$ cat config.mk
export PLATFORM = sky130hd
export DESIGN_NAME = text_glyph_row_generator
export DESIGN_NICKNAME = d
export VERILOG_FILES = /design/src/rtl/tgr_pkg.sv /design/src/rtl/tgr_glyph_unit.sv /design/src/rtl/text_glyph_row_generator.sv
export SDC_FILE = /design/constraint.sdc
export NUM_CORES = 2
export LEC_CHECK = 0
export BUFFER_PORTS_ARGS = -buffer_cell sky130_fd_sc_hd__buf_2
export CAP_MARGIN = 10
export CORE_MARGIN = 2
export CORE_UTILIZATION = 55
export CTS_CLUSTER_DIAMETER = 200
export DETAILED_ROUTE_END_ITERATION = 6
export PLACE_DENSITY = 0.74
export SLEW_MARGIN = 10
export SYNTH_ARGS = -nofsm -noshare
export SYNTH_HDL_FRONTEND = slang
export SYNTH_SLANG_ARGS = --single-unit
$ cat constraint.sdc
create_clock -name clock -period 2.9 [get_ports clock]
set_input_delay 0.29 -clock clock [delete_from_list [all_inputs] [get_ports clock]]
set_output_delay 0.29 -clock clock [all_outputs]
set_load 0.01 [all_outputs]
$ cat src/rtl/tgr_pkg.sv
// Package for the text glyph row generator: operation and source codes,
// the built-in graphics table, the marker glyph and the screen-code map.
// No dependencies.
package tgr_pkg;

   localparam int BASE_GLYPHS  = 64;
   localparam int GLYPH_ROWS   = 8;
   localparam int STORE_DEPTH  = BASE_GLYPHS * GLYPH_ROWS;
   localparam int STORE_AW     = $clog2(STORE_DEPTH);
   localparam int GLYPH_AW     = $clog2(BASE_GLYPHS);
   localparam int ROW_W        = $clog2(GLYPH_ROWS);

   localparam logic OP_LOAD   = 1'b0;
   localparam logic OP_LOOKUP = 1'b1;

   typedef enum logic [1:0] {
      SRC_BUILTIN = 2'd0,
      SRC_BASE    = 2'd1,
      SRC_MARKER  = 2'd2
   } glyph_src_type;

   // strobes from the handshake logic into the glyph unit
   typedef struct packed {
      logic wr_en;
      logic rd_en;
   } tgr_ctl_type;

   typedef struct packed {
      logic       hit;
      logic [7:0] pixels;
   } builtin_type;

   typedef struct packed {
      logic                hit;
      logic [GLYPH_AW-1:0] glyph;
   } map_type;

   localparam logic [63:0] HOLLOW_GLYPH = 64'h007E_4242_4242_7E00;

   // byte of an eight-row glyph, top row in the most significant byte
   function automatic logic [7:0] glyph_byte(input logic [63:0] rows,
                                             input logic [ROW_W-1:0] row);
      logic [5:0] base;
      base = {~row, 3'b000};
      return rows[base +: 8];
   endfunction

   function automatic builtin_type builtin_lookup(input logic [6:0] code,
                                                  input logic [ROW_W-1:0] row);
      builtin_type r;
      logic [63:0] rows;
      r.hit = 1'b1;
      rows  = '0;
      case (code)
         7'd32:   rows = 64'h0000_0000_0000_0000;
         7'd64:   rows = 64'h0000_00FF_FF00_0000;
         7'd93:   rows = 64'h1818_1818_1818_1818;
         7'd112:  rows = 64'h0000_001F_1F18_1818;
         7'd110:  rows = 64'h0000_00F8_F818_1818;
         7'd109:  rows = 64'h1818_181F_1F00_0000;
         7'd125:  rows = 64'h1818_18F8_F800_0000;
         7'd107:  rows = 64'h1818_181F_1F18_1818;
         7'd115:  rows = 64'h1818_18F8_F818_1818;
         7'd114:  rows = 64'h0000_00FF_FF18_1818;
         7'd113:  rows = 64'h1818_18FF_FF00_0000;
         7'd91:   rows = 64'h1818_18FF_FF18_1818;
         7'd98:   rows = 64'h0000_0000_FFFF_FFFF;
         7'd100:  rows = 64'h0000_0000_0000_00FF;
         7'd30:   rows = 64'h183C_7E18_1818_1800;
         7'd31:   rows = 64'h0010_307E_3010_0000;
         7'd81:   rows = 64'h003C_7EFF_FF7E_3C00;
         default: r.hit = 1'b0;
      endcase
      r.pixels = glyph_byte(rows, row);
      return r;
   endfunction

   // screen code to base font glyph (ASCII minus 0x20)
   function automatic map_type screen_map(input logic [6:0] code);
      map_type m;
      m.hit   = 1'b1;
      m.glyph = '0;
      case (code) inside
         [7'd0:7'd26]:  m.glyph = GLYPH_AW'(code + 7'h20);
         7'd27:         m.glyph = GLYPH_AW'(7'h3B);
         7'd29:         m.glyph = GLYPH_AW'(7'h3D);
         [7'd32:7'd63]: m.glyph = GLYPH_AW'(code - 7'h20);
         default:       m.hit = 1'b0;
      endcase
      return m;
   endfunction

endpackage

$ cat src/rtl/tgr_glyph_unit.sv
// Glyph unit: base font store (synchronous RAM, registered read) plus the
// built-in table and marker lookup, registered alongside the RAM read.
// Depends on tgr_pkg.
module tgr_glyph_unit (
   input  logic                         clock,
   input  tgr_pkg::tgr_ctl_type         ctl,
   input  logic [tgr_pkg::STORE_AW-1:0] font_index,
   input  logic [7:0]                   font_byte,
   input  logic [7:0]                   screen_code,
   input  logic [tgr_pkg::ROW_W-1:0]    glyph_row,
   output logic [7:0]                   pixel_row,
   output tgr_pkg::glyph_src_type       glyph_source
);

   logic [7:0] font_mem [tgr_pkg::STORE_DEPTH];

   logic [7:0]             rd_data_ff;
   logic [7:0]             fixed_ff, fixed_in;
   logic                   inv_ff;
   tgr_pkg::glyph_src_type src_ff, src_in;

   tgr_pkg::builtin_type         bi;
   tgr_pkg::map_type             mp;
   logic [tgr_pkg::STORE_AW-1:0] rd_addr;

   always_comb begin
      bi      = tgr_pkg::builtin_lookup(screen_code[6:0], glyph_row);
      mp      = tgr_pkg::screen_map(screen_code[6:0]);
      rd_addr = {mp.glyph, glyph_row};
      if (bi.hit) begin
         src_in   = tgr_pkg::SRC_BUILTIN;
         fixed_in = bi.pixels;
      end else if (mp.hit) begin
         src_in   = tgr_pkg::SRC_BASE;
         fixed_in = '0;
      end else begin
         src_in   = tgr_pkg::SRC_MARKER;
         fixed_in = tgr_pkg::glyph_byte(tgr_pkg::HOLLOW_GLYPH, glyph_row);
      end
   end

   always_ff @(posedge clock) begin
      if (ctl.wr_en) begin
         font_mem[font_index] <= font_byte;
      end
      if (ctl.rd_en) begin
         rd_data_ff <= font_mem[rd_addr];
      end
   end

   always_ff @(posedge clock) begin
      if (ctl.rd_en) begin
         fixed_ff <= fixed_in;
         src_ff   <= src_in;
         inv_ff   <= screen_code[7];
      end
   end

   assign pixel_row    = ((src_ff == tgr_pkg::SRC_BASE) ? rd_data_ff : fixed_ff)
                         ^ {8{inv_ff}};
   assign glyph_source = src_ff;

endmodule

$ cat src/rtl/text_glyph_row_generator.sv
// Top level of the text glyph row generator: word handshakes, lookup stage
// and output register around the glyph unit.
// Depends on tgr_pkg and tgr_glyph_unit.
//
//   channel | ports                                   | direction
//   req     | req_valid, req_stall, req_* fields      | in  (load or lookup word)
//   rsp     | rsp_valid, rsp_stall, rsp_* fields      | out (one word per lookup)
//
// One word accepted per cycle while req_stall is low; a lookup result passes through
// the font RAM read register, then the output register. Loads give no result word.
// Reset (synchronous) clears the valid flags only; the font RAM is not cleared.
// A stalled rsp word holds; req stalls only when the lookup stage is occupied
// and the output register holds a word under rsp_stall.
module text_glyph_row_generator (
   input  logic       clock,
   input  logic       reset,
   input  logic       req_valid,
   output logic       req_stall,
   input  logic       req_operation,
   input  logic [8:0] req_font_index,
   input  logic [7:0] req_font_byte,
   input  logic [7:0] req_screen_code,
   input  logic [2:0] req_glyph_row,
   output logic       rsp_valid,
   input  logic       rsp_stall,
   output logic [7:0] rsp_pixel_row,
   output logic [1:0] rsp_glyph_source
);

   logic s1_valid_ff, s1_valid_in;
   logic rsp_valid_ff, rsp_valid_in;
   logic [7:0] pix_ff;
   logic [1:0] src_ff;

   logic                   accept;
   logic                   advance;
   tgr_pkg::tgr_ctl_type   ctl;
   logic [7:0]             unit_pixels;
   tgr_pkg::glyph_src_type unit_src;

   assign advance   = s1_valid_ff && (!rsp_valid_ff || !rsp_stall);
   assign req_stall = s1_valid_ff && !advance;
   assign accept    = req_valid && !req_stall;

   always_comb begin
      ctl.wr_en = accept && (req_operation == tgr_pkg::OP_LOAD);
      ctl.rd_en = accept && (req_operation == tgr_pkg::OP_LOOKUP);
   end

   always_comb begin
      if (ctl.rd_en) begin
         s1_valid_in = 1'b1;
      end else if (advance) begin
         s1_valid_in = 1'b0;
      end else begin
         s1_valid_in = s1_valid_ff;
      end
      if (advance) begin
         rsp_valid_in = 1'b1;
      end else if (rsp_stall) begin
         rsp_valid_in = rsp_valid_ff;
      end else begin
         rsp_valid_in = 1'b0;
      end
   end

   tgr_glyph_unit u_glyph (
      .clock        (clock),
      .ctl          (ctl),
      .font_index   (req_font_index),
      .font_byte    (req_font_byte),
      .screen_code  (req_screen_code),
      .glyph_row    (req_glyph_row),
      .pixel_row    (unit_pixels),
      .glyph_source (unit_src)
   );

   always_ff @(posedge clock) begin
      if (reset) begin
         s1_valid_ff  <= 1'b0;
         rsp_valid_ff <= 1'b0;
      end else begin
         s1_valid_ff  <= s1_valid_in;
         rsp_valid_ff <= rsp_valid_in;
      end
   end

   always_ff @(posedge clock) begin
      if (advance) begin
         pix_ff <= unit_pixels;
         src_ff <= 2'(unit_src);
      end
   end

   assign rsp_valid        = rsp_valid_ff;
   assign rsp_pixel_row    = pix_ff;
   assign rsp_glyph_source = src_ff;

endmodule
==> flow_metrics.py <==
metrics = {
    "timing": {
        "hold_viol": 0,
        "rsz0062_at_grt": "true",
        "setup_violations": 3,
        "slew_viol_final": 0,
        "worst_slack_ns": -0.183,
        "finalCritPeriodShare_pct": 106,
        "min_period_ns": 3.08,
        "tightest_slew_ns": 1.02,
        "max_slew_margin_pct": 31.4,
        "tns_ns": -0.202,
        "max_freq_ghz": 0.324,
        "finalClockSkew_ns": 0.0672,
    },
    "final_layout": {
        "drive_gt1_share_pct": 29.0,
        "nets": 10500,
        "nFillCells": 19100,
        "final_cells": 14700,
        "multi_input_area_mm2": 0.0352,
        "syn_to_final_growth_pct": 17.2,
        "final_core_util_pct": 64.8,
        "seq_area_mm2": 0.123,
    },
    "run_status": {
        "status": "complete, but fails checks",
        "failed_checks": "design-rule violations, negative setup slack",
    },
    "floorplanning": {
        "std_cell_rows": 199,
        "die_width_um": 547,
        "fp.dieH_um": 547,
        "start_util_pct": 55.3,
        "ios": 45,
        "coreArea_mm2": 0.294,
        "die_area_mm2": 0.300,
    },
    "drt": {
        "dr.pass1.iters": 7,
        "vias": 100000,
        "wire_per_inst_um": 32.4,
        "wirelength_um": 477000,
        "viasPerCell": 6.81,
        "drc_errors": 10,
        "drtIter0Drc": 17100,
        "postRouteAntennaNets": 0,
    },
    "critical_path": {
        "slowest_delay_ns": 0.53,
        "slowest_stage": "mux4_2",
        "startpoint_type": "flop",
        "worstPathCellList": "mux4_2 -> mux4_2 -> o311ai_4 -> o211ai_1 -> buf_4 -> nor4_4 -> or4_4 -> o41ai_2",
        "cp.required_ns": 3.56,
        "startpoint": "u_glyph.font_mem[123][1]",
        "rr_startpoint": "u_glyph.font_mem[123][1]",
        "crit_top_cell": "mux4_2",
        "critical_path_class": "reg2reg",
        "crit_path_end_kind": "flop",
        "cp_max_fo": 1,
        "cp.arrival_ns": 3.74,
    },
    "min_path": {
        "hold_start": "req_operation",
        "min_path_type": "in2reg",
    },
    "cts": {
        "root_buffer": "clkbuf_16",
        "h-tree-depth": 5,
        "clkSinkCount": 4111,
        "path_clk_slew_ns": 0.06,
        "numCtsBuffers": 398,
        "clock_latency_ns": 0.94,
        "cts_buffer_depth": 4,
        "tritoncts": "done",
    },
    "global_route": {
        "antenna_found_initial": 26,
        "grt_use_total_pct": 31.2,
        "grt_overflow": 0,
        "grt_max_degree": 137,
        "grt_pass1_vias": 97800,
        "grt_pass1_wl_um": 681000,
    },
    "logic_synthesis": {
        "syn_inst": 9189,
        "ys_ff_latch": 4111,
        "synth_cell_types": 103,
        "yosys_most_used_dff": "edfxtp_1",
        "ys_warn_count": 0,
        "seq_area_frac_synth_pct": 76.0,
        "synth_edf_count": 4109,
        "syn_area_mm2": 0.162,
        "avgSynthCellArea_um2": 17.7,
        "syn_nets": 9222,
        "async_flop_share_pct": 0,
    },
    "power": {
        "ir_worst_vdd_mv": 0.517,
        "p_leak_uw": 0.0618,
        "power.density_mw_per_mm2": 650,
    },
    "placement": {
        "routabilityCongestion": 0.960,
        "dp.cells": 13900,
        "dpl.hpwl_um": 303000,
        "portBuffers": 44,
    },
    "job": {
        "cap_violations": 0,
    },
}
[what timing repair did]
item	in CTS	in global routing
hold endpoints to repair	419	0
setup buffers	0	3
hold buffers	16	0
setup endpoints to repair	5	41
gates cloned	0	0
pin swaps	1	6
gates resized for setup	11	18
[power breakdown]
group	switching, µW	internal [µW]
Clock	22000	28000
Sequential	38.7	65400
Combinational	5380	2960
[stage by stage]
stage	setup WS, ns	instance area [µm²]	power (µW)	hold slack [ns]
floorplan	0.324	162000	70300	0.359
global placement	-1.09	178000	74500	0.444
detailed placement	-1.14	178000	74700	0.444
CTS	-0.0397	190000	123000	0.00659
global route	-0.149	190000	126000	0.0594
finish	-0.183	190000	124000	0.0401
[sequential cells by signal (all words and copies together) (netlist names)]
register,flops
rsp_pixel_row,8
rsp_glyph_source,2
s1_valid_ff,1
rsp_valid,1
u_glyph.inv_ff,1
u_glyph.rd_data_ff,8
u_glyph.fixed_ff,8
u_glyph.glyph_source,2
u_glyph.font_mem,4080
[synth_stat cells, types with 23 or more instances]
| master | instances | area [µm²] |
|---|---|---|
| nand2_1 | 186 | 698 |
| buf_4 | 74 | 556 |
| a31oi_1 | 32 | 200 |
| a221o_1 | 27 | 270 |
| nor2_1 | 726 | 2730 |
| o21ai_0 | 254 | 1270 |
| mux2i_1 | 175 | 1750 |
| a221oi_1 | 36 | 315 |
| clkbuf_1 | 241 | 905 |
| nor2b_1 | 28 | 175 |
| edfxtp_1 | 4109 | 123000 |
| mux4_2 | 213 | 4800 |
| a22oi_1 | 41 | 308 |
| nor4_1 | 24 | 150 |
| a21oi_1 | 269 | 1350 |
| o22ai_1 | 519 | 3250 |
| nor3_1 | 61 | 305 |
| buf_6 | 80 | 901 |
| buf_2 | 233 | 1170 |
| mux2_2 | 756 | 8510 |
| o211ai_1 | 23 | 173 |
| o221ai_1 | 530 | 4640 |
| buf_1 | 55 | 206 |
| a211oi_1 | 92 | 691 |
| nand3_1 | 36 | 180 |
[cell families (layout without fill, tap and decap cells)]
group | after synthesis | in the layout | share of synthesized area, %
simple gates | 1145 | 1145 | 2.99
xor+xnor | 9 | 9 | 0.0485
fa+ha+maj | 1 | 1 | 0.00616
mux | 1160 | 1160 | 9.51
buf+inv | 711 | 2277 | 2.52
flops | 4111 | 4111 | 76.0
other cells | 0 | 31 | 0
compound gates | 2052 | 2052 | 8.93
[layer usage]
layer  GRT usage (%)  share of wire (%)
met5               0              0.023
met1            41.4                 35
met2            47.8                 46
met3            7.87                 13
met4            16.6                5.8
[final cells by class]
class,instances,share of cell area (%)
timing repair buffer,1557,7.48
clock buffer,500,5.55
tap,3919,2.58
inverter,8,0.0210
clock inverter,212,0.934
multi-input combinational,4367,18.5
antenna,31,0.0408
sequential,4111,64.9
[final timing paths]
| check | end | slack [ns] | cells after the start |
|---|---|---|---|
| worst max-delay path | u_glyph.rd_data_ff[1] | -0.18 | 8 |
| worst min-delay path | u_glyph.fixed_ff[0] | 0.04 | 4 |
| worst max register to register | u_glyph.rd_data_ff[1] | -0.18 | 8 |
| worst min register to register | rsp_glyph_source[1] | 0.46 | 0 |
[worst max-delay path, delay by kind of cell, from the launching register on]
kind | cells | cell delay [ns]
muxes | 2 | 1.02
and+or+nand+nor | 2 | 0.65
AOI/OAI and AO/OA | 3 | 0.51
DFF | 1 | 0.37
buffers and inverters | 1 | 0.28
[cell usage in the layout (no fill, tap or decap), types with 11 or more instances in the layout]
master | netlist | final
edfxtp_1 | 4109 | 4109
mux2i_1 | 175 | 175
nor2_1 | 726 | 719
buf_12 | 9 | 199
mux4_1 | 13 | 12
a221o_1 | 27 | 27
a2bb2oi_1 | 15 | 15
diode_2 | 0 | 31
mux4_2 | 213 | 214
clkinv_1 | 1 | 97
bufinv_16 | 0 | 25
a211oi_1 | 92 | 90
o31ai_1 | 16 | 16
clkbuf_16 | 0 | 408
o311ai_0 | 13 | 12
clkinv_2 | 0 | 63
clkinvlp_4 | 0 | 11
o21ai_0 | 254 | 253
nand2b_1 | 17 | 14
buf_4 | 74 | 1296
nor4_1 | 24 | 19
o221ai_1 | 530 | 530
nor3_1 | 61 | 60
nand3_1 | 36 | 29
dlygate4sd3_1 | 0 | 16
a31oi_1 | 32 | 32
o211ai_1 | 23 | 23
mux2_2 | 756 | 756
a21oi_1 | 269 | 267
and3_1 | 11 | 11
nand2_1 | 186 | 176
a211o_1 | 16 | 16
o21a_1 | 21 | 20
clkbuf_1 | 241 | 92
nor2b_1 | 28 | 27
a22oi_1 | 41 | 41
o22ai_1 | 519 | 519
a221oi_1 | 36 | 36
a222oi_1 | 16 | 16
buf_2 | 233 | 33
No activity file was read; power rests on OpenSTA's default activity.
